File: config.mk
export PLATFORM = sky130hd
export DESIGN_NAME = manchester_frame_encoder
export DESIGN_NICKNAME = d
export VERILOG_FILES = /design/src/hw/rtl/mfe_pkg.sv /design/src/hw/rtl/mfe_front.sv /design/src/hw/rtl/mfe_queue.sv /design/src/hw/rtl/mfe_back.sv /design/src/hw/rtl/manchester_frame_encoder.sv
export VERILOG_INCLUDE_DIRS = /design/src /design/src/hw/rtl
export SDC_FILE = /design/constraint.sdc
export NUM_CORES = 1
export LEC_CHECK = 0
export BUFFER_PORTS_ARGS = -buffer_cell sky130_fd_sc_hd__buf_2
export CAP_MARGIN = 40
export CORE_MARGIN = 2
export CORE_UTILIZATION = 35
export DETAILED_ROUTE_END_ITERATION = 7
export HOLD_SLACK_MARGIN = 0.08
export SYNTH_ARGS = -nofsm -noshare
export SYNTH_HDL_FRONTEND = slang
export SYNTH_SLANG_ARGS = --single-unit
File: constraint.sdc
create_clock -name aclk -period 2.3 [get_ports aclk]
set_input_delay 0.69 -clock aclk [delete_from_list [all_inputs] [get_ports aclk]]
set_output_delay 0.69 -clock aclk [all_outputs]
set_load 0.01 [all_outputs]
File: src/hw/rtl/manchester_frame_encoder_assert.svh
// Assertion macros shared by the Manchester frame encoder RTL.
// No dependencies; included by modules that check their own logic.
`ifndef MANCHESTER_FRAME_ENCODER_ASSERT_SVH
`define MANCHESTER_FRAME_ENCODER_ASSERT_SVH

// Property must hold at every rising clock edge outside reset.
`define MFE_ASSERT(label, clk, rstn, prop) \
    label: assert property (@(posedge clk) disable iff (!(rstn)) (prop)) \
        else $error("manchester_frame_encoder: check failed");

// Expression must never be true outside reset.
`define MFE_NEVER(label, clk, rstn, expr) \
    `MFE_ASSERT(label, clk, rstn, !(expr))

`endif

File: src/hw/rtl/mfe_pkg.sv
// Package for the Manchester frame encoder: constants, byte codes and types.
// No dependencies; used by every RTL module of the block.
`default_nettype none

package mfe_pkg;

    localparam int PREAMBLE_BYTES_DEF = 3;
    localparam int QUEUE_DEPTH_DEF    = 2;

    localparam logic [7:0] SYNC_BYTE  = 8'hAA;
    localparam logic [7:0] START_BYTE = 8'hAB;
    localparam logic [7:0] TAIL_BYTE  = 8'hAF;

    localparam logic [2:0] MSB_IDX = 3'd7;

    typedef enum logic [1:0] {
        PH_PREAMBLE,
        PH_START,
        PH_DATA,
        PH_TAIL
    } phase_t;

    typedef struct packed {
        logic [7:0] data;
        phase_t     start_phase;
        logic       has_tail;
    } desc_t;

endpackage

`default_nettype wire

File: src/hw/rtl/mfe_front.sv
// Front stage: takes input transfers and classifies them into job descriptors.
// Depends on mfe_pkg.
`default_nettype none

module mfe_front (
    input  wire logic          aclk,
    input  wire logic          aresetn,
    input  wire logic          in_valid,
    output logic               in_ready,
    input  wire logic [7:0]    in_data,
    input  wire logic          in_first,
    input  wire logic          in_last,
    output logic               out_valid,
    input  wire logic          out_ready,
    output mfe_pkg::desc_t     out_desc
);

    logic           valid_reg;
    logic           valid_next;
    mfe_pkg::desc_t desc_reg;
    mfe_pkg::desc_t desc_next;

    assign in_ready  = !valid_reg || out_ready;
    assign out_valid = valid_reg;
    assign out_desc  = desc_reg;

    always_comb begin
        valid_next = valid_reg;
        desc_next  = desc_reg;
        if (in_valid && in_ready) begin
            valid_next            = 1'b1;
            desc_next.data        = in_data;
            desc_next.start_phase = in_first ? mfe_pkg::PH_PREAMBLE : mfe_pkg::PH_DATA;
            desc_next.has_tail    = in_last;
        end else if (out_ready) begin
            valid_next = 1'b0;
        end
    end

    always_ff @(posedge aclk) begin
        if (!aresetn) begin
            valid_reg <= 1'b0;
        end else begin
            valid_reg <= valid_next;
        end
        desc_reg <= desc_next;
    end

endmodule

`default_nettype wire

File: src/hw/rtl/mfe_queue.sv
// Short descriptor queue between the front and back stages.
// Depends on mfe_pkg and manchester_frame_encoder_assert.svh.
`default_nettype none

`include "manchester_frame_encoder_assert.svh"

module mfe_queue #(
    parameter int DEPTH = mfe_pkg::QUEUE_DEPTH_DEF
) (
    input  wire logic           aclk,
    input  wire logic           aresetn,
    input  wire logic           push_valid,
    output logic                push_ready,
    input  wire mfe_pkg::desc_t push_desc,
    output logic                pop_valid,
    input  wire logic           pop_ready,
    output mfe_pkg::desc_t      pop_desc
);

    localparam int PTR_W = (DEPTH > 1) ? $clog2(DEPTH) : 1;
    localparam int CNT_W = $clog2(DEPTH + 1);
    localparam logic [PTR_W-1:0] LAST_PTR = PTR_W'(DEPTH - 1);
    localparam logic [CNT_W-1:0] FULL_CNT = CNT_W'(DEPTH);

    mfe_pkg::desc_t   mem [DEPTH];
    logic [PTR_W-1:0] wr_ptr_reg;
    logic [PTR_W-1:0] wr_ptr_next;
    logic [PTR_W-1:0] rd_ptr_reg;
    logic [PTR_W-1:0] rd_ptr_next;
    logic [CNT_W-1:0] count_reg;
    logic [CNT_W-1:0] count_next;
    logic             push;
    logic             pop;

    assign push_ready = (count_reg != FULL_CNT);
    assign pop_valid  = (count_reg != '0);
    assign pop_desc   = mem[rd_ptr_reg];
    assign push       = push_valid && push_ready;
    assign pop        = pop_valid && pop_ready;

    always_comb begin
        wr_ptr_next = wr_ptr_reg;
        rd_ptr_next = rd_ptr_reg;
        count_next  = count_reg;
        if (push) begin
            wr_ptr_next = (wr_ptr_reg == LAST_PTR) ? '0 : wr_ptr_reg + 1'b1;
        end
        if (pop) begin
            rd_ptr_next = (rd_ptr_reg == LAST_PTR) ? '0 : rd_ptr_reg + 1'b1;
        end
        if (push && !pop) begin
            count_next = count_reg + 1'b1;
        end else if (pop && !push) begin
            count_next = count_reg - 1'b1;
        end
    end

    always_ff @(posedge aclk) begin
        if (!aresetn) begin
            wr_ptr_reg <= '0;
            rd_ptr_reg <= '0;
            count_reg  <= '0;
        end else begin
            wr_ptr_reg <= wr_ptr_next;
            rd_ptr_reg <= rd_ptr_next;
            count_reg  <= count_next;
        end
    end

    always_ff @(posedge aclk) begin
        if (push) begin
            mem[wr_ptr_reg] <= push_desc;
        end
    end

    `MFE_NEVER(a_count_bound, aclk, aresetn, count_reg > FULL_CNT)
    `MFE_ASSERT(a_grow, aclk, aresetn, push && !pop |=> count_reg == $past(count_reg) + 1'b1)
    `MFE_ASSERT(a_ptr_gap, aclk, aresetn, count_reg == '0 |-> wr_ptr_reg == rd_ptr_reg)

endmodule

`default_nettype wire

File: src/hw/rtl/mfe_back.sv
// Back stage: sequences preamble, start, payload and tail bytes into bit cells.
// Depends on mfe_pkg and manchester_frame_encoder_assert.svh.
`default_nettype none

`include "manchester_frame_encoder_assert.svh"

module mfe_back #(
    parameter int PREAMBLE_BYTES = mfe_pkg::PREAMBLE_BYTES_DEF
) (
    input  wire logic           aclk,
    input  wire logic           aresetn,
    input  wire logic           job_valid,
    output logic                job_ready,
    input  wire mfe_pkg::desc_t job_desc,
    output logic                cell_valid,
    input  wire logic           cell_ready,
    output logic                cell_first_half,
    output logic                cell_second_half,
    output logic                cell_bit,
    output logic                cell_last
);

    localparam int CNT_W = (PREAMBLE_BYTES > 1) ? $clog2(PREAMBLE_BYTES) : 1;
    localparam logic [CNT_W-1:0] CNT_LAST = CNT_W'(PREAMBLE_BYTES - 1);

    logic             busy_reg;
    logic             busy_next;
    mfe_pkg::phase_t  phase_reg;
    mfe_pkg::phase_t  phase_next;
    logic [CNT_W-1:0] byte_cnt_reg;
    logic [CNT_W-1:0] byte_cnt_next;
    logic [2:0]       bit_idx_reg;
    logic [2:0]       bit_idx_next;
    mfe_pkg::desc_t   desc_reg;
    mfe_pkg::desc_t   desc_next;
    logic             out_valid_reg;
    logic             out_valid_next;
    logic             out_bit_reg;
    logic             out_bit_next;
    logic             out_last_reg;
    logic             out_last_next;

    logic       advance;
    logic       last_cell;
    logic [7:0] cur_byte;
    logic       cur_bit;

    assign advance   = !out_valid_reg || cell_ready;
    assign job_ready = advance && (!busy_reg || last_cell);

    always_comb begin
        unique case (phase_reg)
            mfe_pkg::PH_PREAMBLE: cur_byte = mfe_pkg::SYNC_BYTE;
            mfe_pkg::PH_START:    cur_byte = mfe_pkg::START_BYTE;
            mfe_pkg::PH_DATA:     cur_byte = desc_reg.data;
            mfe_pkg::PH_TAIL:     cur_byte = mfe_pkg::TAIL_BYTE;
            default:              cur_byte = desc_reg.data;
        endcase
    end

    assign cur_bit   = cur_byte[bit_idx_reg];
    assign last_cell = busy_reg && (bit_idx_reg == '0) &&
                       ((phase_reg == mfe_pkg::PH_TAIL) ||
                        (phase_reg == mfe_pkg::PH_DATA && !desc_reg.has_tail));

    always_comb begin
        busy_next      = busy_reg;
        phase_next     = phase_reg;
        byte_cnt_next  = byte_cnt_reg;
        bit_idx_next   = bit_idx_reg;
        desc_next      = desc_reg;
        out_valid_next = out_valid_reg;
        out_bit_next   = out_bit_reg;
        out_last_next  = out_last_reg;

        if (advance) begin
            out_valid_next = busy_reg;
            out_bit_next   = cur_bit;
            out_last_next  = last_cell;
            if (busy_reg) begin
                if (last_cell) begin
                    busy_next    = 1'b0;
                    bit_idx_next = mfe_pkg::MSB_IDX;
                end else if (bit_idx_reg == '0) begin
                    bit_idx_next = mfe_pkg::MSB_IDX;
                    unique case (phase_reg)
                        mfe_pkg::PH_PREAMBLE: begin
                            if (byte_cnt_reg == CNT_LAST) begin
                                phase_next = mfe_pkg::PH_START;
                            end else begin
                                byte_cnt_next = byte_cnt_reg + 1'b1;
                            end
                        end
                        mfe_pkg::PH_START: phase_next = mfe_pkg::PH_DATA;
                        mfe_pkg::PH_DATA:  phase_next = mfe_pkg::PH_TAIL;
                        default:           phase_next = phase_reg;
                    endcase
                end else begin
                    bit_idx_next = bit_idx_reg - 1'b1;
                end
            end
        end

        if (job_valid && job_ready) begin
            busy_next     = 1'b1;
            desc_next     = job_desc;
            phase_next    = job_desc.start_phase;
            byte_cnt_next = '0;
            bit_idx_next  = mfe_pkg::MSB_IDX;
        end
    end

    always_ff @(posedge aclk) begin
        if (!aresetn) begin
            busy_reg      <= 1'b0;
            phase_reg     <= mfe_pkg::PH_DATA;
            byte_cnt_reg  <= '0;
            bit_idx_reg   <= mfe_pkg::MSB_IDX;
            out_valid_reg <= 1'b0;
        end else begin
            busy_reg      <= busy_next;
            phase_reg     <= phase_next;
            byte_cnt_reg  <= byte_cnt_next;
            bit_idx_reg   <= bit_idx_next;
            out_valid_reg <= out_valid_next;
        end
        desc_reg     <= desc_next;
        out_bit_reg  <= out_bit_next;
        out_last_reg <= out_last_next;
    end

    assign cell_valid       = out_valid_reg;
    assign cell_first_half  = out_bit_reg;
    assign cell_second_half = !out_bit_reg;
    assign cell_bit         = out_bit_reg;
    assign cell_last        = out_last_reg;

    `MFE_ASSERT(a_mid_byte_busy, aclk, aresetn, bit_idx_reg != mfe_pkg::MSB_IDX |-> busy_reg)
    `MFE_ASSERT(a_cnt_bound, aclk, aresetn, busy_reg |-> byte_cnt_reg <= CNT_LAST)
    `MFE_ASSERT(a_last_frees, aclk, aresetn,
        advance && last_cell && !job_valid |=> !busy_reg && out_valid_reg && cell_last)

endmodule

`default_nettype wire

File: src/hw/rtl/manchester_frame_encoder.sv
// Manchester frame encoder top level: front classifier, descriptor queue, bit sequencer.
// Depends on mfe_pkg, mfe_front, mfe_queue and mfe_back.
//
// Input stream: one payload byte per transfer on s_tdata, s_tuser[0] marks the
// first byte of a frame (preamble of PREAMBLE_BYTES x 0xAA and start byte 0xAB
// go out before it), s_tlast marks the last byte (tail byte 0xAF follows it).
// Output stream: one transfer per Manchester bit cell, most significant bit
// first; m_tdata carries the two half-cell levels and the bit, m_tlast marks
// the final cell caused by an input byte.
// Path: an input byte passes the front register, the queue and the sequencer
// before its first cell is registered at the output.
// Throughput: one cell per cycle while the receiver keeps m_tready high; a plain
// byte gives 8 cells, a first byte 8 * (PREAMBLE_BYTES + 2) cells, plus 8 with a
// tail. The bit sequencer emitting one cell a cycle sets this rate; queued bytes
// follow with no gap cycle.
// Reset clears the front register, the queue and the sequencer; no output
// transfer is pending afterwards.
// When the receiver stalls, the output register holds its cell and the queue
// fills; s_tready falls once the queue and front register are both full.
`default_nettype none

module manchester_frame_encoder #(
    parameter int PREAMBLE_BYTES = mfe_pkg::PREAMBLE_BYTES_DEF,
    parameter int QUEUE_DEPTH    = mfe_pkg::QUEUE_DEPTH_DEF
) (
    input  wire logic       aclk,
    input  wire logic       aresetn,
    input  wire logic       s_tvalid,
    output logic            s_tready,
    input  wire logic [7:0] s_tdata,   // [7:0] data_byte
    input  wire logic [0:0] s_tuser,   // [0] first_of_frame
    input  wire logic       s_tlast,
    output logic            m_tvalid,
    input  wire logic       m_tready,
    output logic [7:0]      m_tdata,   // [0] first_half_level, [1] second_half_level,
                                       // [2] coded_bit, [7:3] zero
    output logic            m_tlast
);

    logic           fq_valid;
    logic           fq_ready;
    mfe_pkg::desc_t fq_desc;
    logic           qb_valid;
    logic           qb_ready;
    mfe_pkg::desc_t qb_desc;
    logic           cell_first_half;
    logic           cell_second_half;
    logic           cell_bit;

    mfe_front u_front (
        .aclk      (aclk),
        .aresetn   (aresetn),
        .in_valid  (s_tvalid),
        .in_ready  (s_tready),
        .in_data   (s_tdata),
        .in_first  (s_tuser[0]),
        .in_last   (s_tlast),
        .out_valid (fq_valid),
        .out_ready (fq_ready),
        .out_desc  (fq_desc)
    );

    mfe_queue #(
        .DEPTH (QUEUE_DEPTH)
    ) u_queue (
        .aclk       (aclk),
        .aresetn    (aresetn),
        .push_valid (fq_valid),
        .push_ready (fq_ready),
        .push_desc  (fq_desc),
        .pop_valid  (qb_valid),
        .pop_ready  (qb_ready),
        .pop_desc   (qb_desc)
    );

    mfe_back #(
        .PREAMBLE_BYTES (PREAMBLE_BYTES)
    ) u_back (
        .aclk             (aclk),
        .aresetn          (aresetn),
        .job_valid        (qb_valid),
        .job_ready        (qb_ready),
        .job_desc         (qb_desc),
        .cell_valid       (m_tvalid),
        .cell_ready       (m_tready),
        .cell_first_half  (cell_first_half),
        .cell_second_half (cell_second_half),
        .cell_bit         (cell_bit),
        .cell_last        (m_tlast)
    );

    assign m_tdata = {5'b0, cell_bit, cell_second_half, cell_first_half};

endmodule

`default_nettype wire

---- Word level (Yosys, flattened, before mapping) ----
Memories as Yosys holds them, arrays and structs flattened. A register that Yosys moved wholly into a read port is not among the register bits.
Index checks and enable logic that the tools add are counted.
word-level totals
  register bits ........................... 36
  bits in latches ......................... 0
  memory bits (writable) .................. 22
  ROM bits ................................ 0
  bits of input ports ..................... 14
  logic and storage cells ................. 94
  memories ................................ 1
cells by class
  $add $sub $neg .......................... 6
  $mul .................................... 0
  div/mod/pow operators ................... 0
  magnitude comparators ................... 1
  equal/unequal tests ..................... 7
  shift-type cells ........................ 0
  muxes and demuxes ....................... 27
  bitwise operators ....................... 3
  reduce and logical (&&, ||, !) cells .... 33
memories
  name         words  width  rd ports  clocked after memory_dff  write ports  RTL line         RTL
  u_queue.mem  2      11     1         1                         1            mfe_queue.sv:25  mfe_pkg::desc_t mem [DEPTH];
operators by type and width
  operator               number
  $pmux W8 S4            1
  $mux W2                9
  $mux W1                13
  $reduce_and A6 Y1      2
  $reduce_bool A2 Y1     6
  $logic_and A1 B1 Y1    9
  $logic_not A1 Y1       7
  $eq A2 B2 Y1 const B   3
  $mux W3                2
  $pmux W2 S3            1
  $add A2 B1 Y2 const B  2
  $logic_or A1 B1 Y1     4
  $lt A3 B4 Y1 const B   1
  $ne A2 B2 Y1 const B   2
  $reduce_bool A4 Y1     1
  $bmux W1 S3            1
  $logic_not A3 Y1       1
  $ne A3 B2 Y1 const B   1
  $not A1 Y1             3
  $sub A3 B1 Y3 const B  1
  $add A1 B1 Y1 const B  2
  $eq A2 B1 Y1 const B   1
  $logic_not A2 Y1       1
  $reduce_and A2 Y1      1
  2 further kinds        2

---- Longest topological paths before layout ----
  word-level depth ........................ 10
  gate-level depth with buffers ........... 10
  mapped depth without buffers ............ 10

---- Hierarchy ----
From an unflattened synthesis, not the netlist that was laid out.
unflattened totals
  cell total of the unflattened synthesis .. 184
  area, all modules ....................... 2537.4 um^2
modules (own cells, without submodules)
  module                    times used  cells each  area each (um^2)  sequential area each (um^2)
  mfe_back                  1           99          1068.5            510.5
  mfe_queue                 1           58          1032.2            760.7
  mfe_front                 1           18          372.9             320.3
  manchester_frame_encoder  1           9           63.8              0.0

---- Least setup slack after synthesis ----
Ideal clock, no wire load.
  path kind ............................... input to register
  from .................................... input port m_tready
  to ...................................... register u_queue.count_reg[1]
  library setup time ...................... 0.076 ns
  data arrival time ....................... 2.279 ns
  required time ........................... 2.224 ns
  slack ................................... -0.054 ns
  cell stages on the path ................. 8
  buffers on the path ..................... 0
  path through ............................ nor2b_1 inv_1 o21ai_0 a21oi_2 inv_1 ha_1 or3_1 a21boi_0
between the ends
  word-level cells in the longest chain between the ends .. 6
RTL lines
  what                                                  RTL line                        RTL
  start: declaration                                    manchester_frame_encoder.sv:34  input wire logic m_tready,
  $logic_or A1 B1 Y1 *                                  mfe_back.sv:48                  assign advance = !out_valid_reg || cell_ready;
  $logic_and A1 B1 Y1 *                                 mfe_back.sv:49                  assign job_ready = advance && (!busy_reg || last_cell);
  $logic_and A1 B1 Y1 *                                 mfe_queue.sv:39                 assign pop = pop_valid && pop_ready;
  named net u_queue.pop                                 mfe_queue.sv:33                 logic pop;
  $logic_not A1 Y1                                      mfe_queue.sv:51                 if (push && !pop) begin
  $logic_and A1 B1 Y1                                   mfe_queue.sv:51
  $mux W2 / $reduce_bool A2 Y1 (equally long branches)  --
  end signal: assignment                                mfe_queue.sv:66                 count_reg <= count_next;
  end: declaration                                      mfe_queue.sv:30                 logic [CNT_W-1:0] count_reg;
The timed path passes the listed nets; every way through them passes the cells marked *.
A chain may end at the register's enable or synchronous reset.

---- Final worst setup path ----
  from .................................... register u_back.phase_reg[0]
  to ...................................... register u_back.phase_reg[1]
between the ends
  word-level cells in the longest chain between the ends .. 9
RTL lines
  what                                                  RTL line                        RTL
  start: declaration                                    mfe_back.sv:28                  mfe_pkg::phase_t phase_reg;
  start signal: assignment                              mfe_back.sv:116                 phase_reg <= mfe_pkg::PH_DATA;
  start signal: assignment                              mfe_back.sv:122                 phase_reg <= phase_next;
  $eq A2 B2 Y1                                          mfe_back.sv:64, mfe_back.sv:86
  $logic_and A1 B1 Y1                                   mfe_back.sv:64                  (phase_reg == mfe_pkg::PH_DATA && !desc_reg.has_tail));
  $logic_or A1 B1 Y1                                    mfe_back.sv:63                  ((phase_reg == mfe_pkg::PH_TAIL) ||
  $logic_and A1 B1 Y1                                   mfe_back.sv:62                  assign last_cell = busy_reg && (bit_idx_reg == '0) &&
  $logic_or A1 B1 Y1                                    mfe_back.sv:49
  $logic_and A1 B1 Y1                                   mfe_back.sv:49
  $logic_and A1 B1 Y1                                   mfe_back.sv:104                 if (job_valid && job_ready) begin
  $ne A3 B2 Y1 (no line), or another cell as far along  --
  $reduce_and A6 Y1 (no line)                           --
Parallel ways exist; a longest one is shown, timed or not. The select of a mux whose other input is x is not followed.

==> results.cfg <==
[timing]
setup_ws_ns = 0.210
fmax_ghz = 0.478
hold_viol = 0
fin_crit_sh_pct = 90.9
setup_viol = 0
drv_slew = 0
rsz0062_at_grt = false
worstMarginPinSlew_ns = 0.502
setup_tns_ns = 0
slew_headroom_pct = 66.5
min_period_ns = 2.09
finalClockSkew_ns = 0.0103

[global_route]
antenna_found_initial = 0
track_usage_pct = 10.5
grt_pass1_wl_mm = 5.86
grt_max_degree = 20
grt_remaining_overflow = 0
grt_pass1_vias = 1269

[clock_tree]
h-tree-depth = 2
ctsResizeCount = 0
cts.sinks = 56
clkLatencyLatePin_ns = 0.31
cts_tree = done
cts_setup_buffers = 0
root_buffer = clkbuf_8
cts_hold_buf = 0
clkSlewWorstSetupHoldPaths_ns = 0.11
cts_buffer_depth = 2
numCtsBuffers = 5

[finish]
nNetsFinal = 220
nFillCells = 589
syn2layout_area_growth_pct = 12.5
drive_above_1_share_pct = 26.6
largest_reg_flops = 20
final_core_util_pct = 41.3
final_cells = 276
final_common_cell = edfxtp_1
final_cell_mix = edfxtp_1 (41), buf_2 (19), dfxtp_1 (15)
n_antenna_cell = 0

[setup_path]
crit_type = reg -> reg
crit_fanout = 4
cpPeakStageDelay_ns = 0.52
cp.required_ns = 2.51
crit_chain = buf_4 > ha_1 > nand2b_1 > or4b_4 > nor3_2 > mux2i_1 > a21oi_2
startpoint_type = flop
critPathSlowestCell = or4b_4
r2r_slack_ns = 0.21
cp.arrival_ns = 2.30
r2r_start = u_back.phase_reg[0]
r2r_end = u_back.phase_reg[1]
r2r_cells = 7
end_kind = flop

[place]
place.gp.congestion = 0.716
dp_hpwl_mm = 2.43
dpl.cell_count = 268
place_ws_ns = 0.0888
port_buffers = 19

[worst_hold_path]
hold_path_class = reg -> reg
min_to = u_queue.mem[0][5]
holdCritStartpoint = u_front.out_desc[5]
hold_depth = 0

[floorplanning]
core_area_sq_um = 6420
die_y_microns = 86.1
die_area_sq_um = 7410
num_rows = 29
io_pins = 25
start_util_pct = 36.7
dieWidth_microns = 86.1

[detailed_routing]
drtIter0Drc = 64
remaining_drc_errors = 0
drt_first_pass_iters = 4
drt_wl_total_mm = 3.42
post_drt_wl_per_cell_microns = 12.4
drtAntennaViolNets = 0
vias = 1283
via_per_inst = 4.65

[power_and_ir_drop]
p_leak_nw = 1.03
vdd_drop_max_mv = 0.332
p_per_area_nw_per_um2 = 982
power_w = 0.00260

[yosys]
synth_warnings = 0
synth_ff_type = edfxtp_1
async_flop_share_pct = 0
ys_ff_latch = 56
avgSynthCellArea_sq_um = 13.8
synth.distinct_cells = 38
synthCells = 171
yosysSeqAreaShare_pct = 65.0
syn_area_sq_um = 2360
synth-edff-count = 41

[job]
drv_cap = 0

[status]
status = complete, no violations
==> final cells by class <==
| type | instances | area (sq um) | area share, % |
|---|---|---|---|
| inverters | 12 | 45.0 | 1.70 |
| clock buffers | 5 | 68.8 | 2.60 |
| flip-flops and latches | 56 | 1530 | 57.8 |
| clock inverters | 3 | 26.3 | 0.991 |
| multi-input cells | 97 | 736 | 27.7 |
| repair buffers | 26 | 148 | 5.57 |
| well taps | 77 | 96.3 | 3.63 |
==> worst max-delay path: cells and delay by family (launching register included) <==
kind / cells / cell delay (ns)
AO/OA/AOI/OAI: 1 / 0.08
adder cells (fa/ha/maj): 1 / 0.24
buffers and inverters: 1 / 0.14
flip-flops: 1 / 0.32
multiplexers: 1 / 0.29
AND/OR/NAND/NOR: 3 / 0.91
==> worst max path at each step <==
| stage | start | endpoint | slack (ns) | depth (start not counted) |
|---|---|---|---|---|
| final | u_back.phase_reg[0] | u_back.phase_reg[1] | 0.21 | 7 |
| after global routing | u_back.bit_idx_reg[1] | u_queue.count_reg[1] | 0.07 | 9 |
| after CTS | u_back.phase_reg[1] | u_queue.count_reg[1] | 0.20 | 8 |
| after detailed placement | m_tready | u_queue.count_reg[1] | 0.09 | 9 |
| after global placement | m_tready | u_queue.count_reg[1] | 0.14 | 9 |
| after floorplan | u_back.phase_reg[1] | u_queue.count_reg[1] | 0.09 | 8 |
==> cells in the mapped netlist (all sizes together) (3+ instances only) <==
library cell | n | area, sq um
mux2 | 11 | 124
ha | 8 | 100
nand2b | 4 | 25.0
mux2i | 3 | 30.0
edfxtp | 41 | 1230
and2 | 5 | 31.3
inv | 12 | 45.0
nor2b | 5 | 38.8
a21oi | 5 | 32.5
o21ai | 8 | 40.0
dfxtp | 15 | 300
buf | 8 | 60.1
nand2 | 6 | 22.5
nor2 | 9 | 33.8
a21boi | 4 | 30.0
==> cell families (layout without fill, tap and decap cells) <==
group           count (synthesis)  after routing  share of synthesized area [%]
fa+ha+maj                       8              8                           4.25
mux                            14             14                           6.53
flops                          56             56                           65.0
xor+xnor                        4              4                           1.49
simple gates                   41             41                           10.6
compound gates                 25             25                           7.27
other cells                     1              5                          0.159
buf+inv                        22             46                           4.78
==> layer usage <==
layer | wire length, microns | vias up | part of all wire, % | GRT usage (%)
li1 | - | 648 | - | -
met4 | 76 | 0 | 2.2 | 6.49
met3 | 112 | 5 | 3.3 | 2.60
met1 | 1480 | 606 | 43 | 11.3
met2 | 1750 | 24 | 51 | 18.4
met5 | 0 | - | 0 | 0
==> power breakdown <==
group	total (W)	leakage [nW]	switching, W	internal (W)
Clock	0.000555	0.0491	0.000330	0.000225
Combinational	0.000642	0.471	0.000335	0.000307
Sequential	0.00141	0.511	0.000105	0.00130
Total	0.00260	1.03	0.000770	0.00183
==> through the flow <==
stage | hold WS (ns) | area [sq um]
after detailed placement | 0.431 | 2560
after floorplan | 0.421 | 2380
final | 0.454 | 2650
after CTS | 0.457 | 2650
after global placement | 0.424 | 2560
after global routing | 0.471 | 2650
Power figures use the tool's default switching activity.
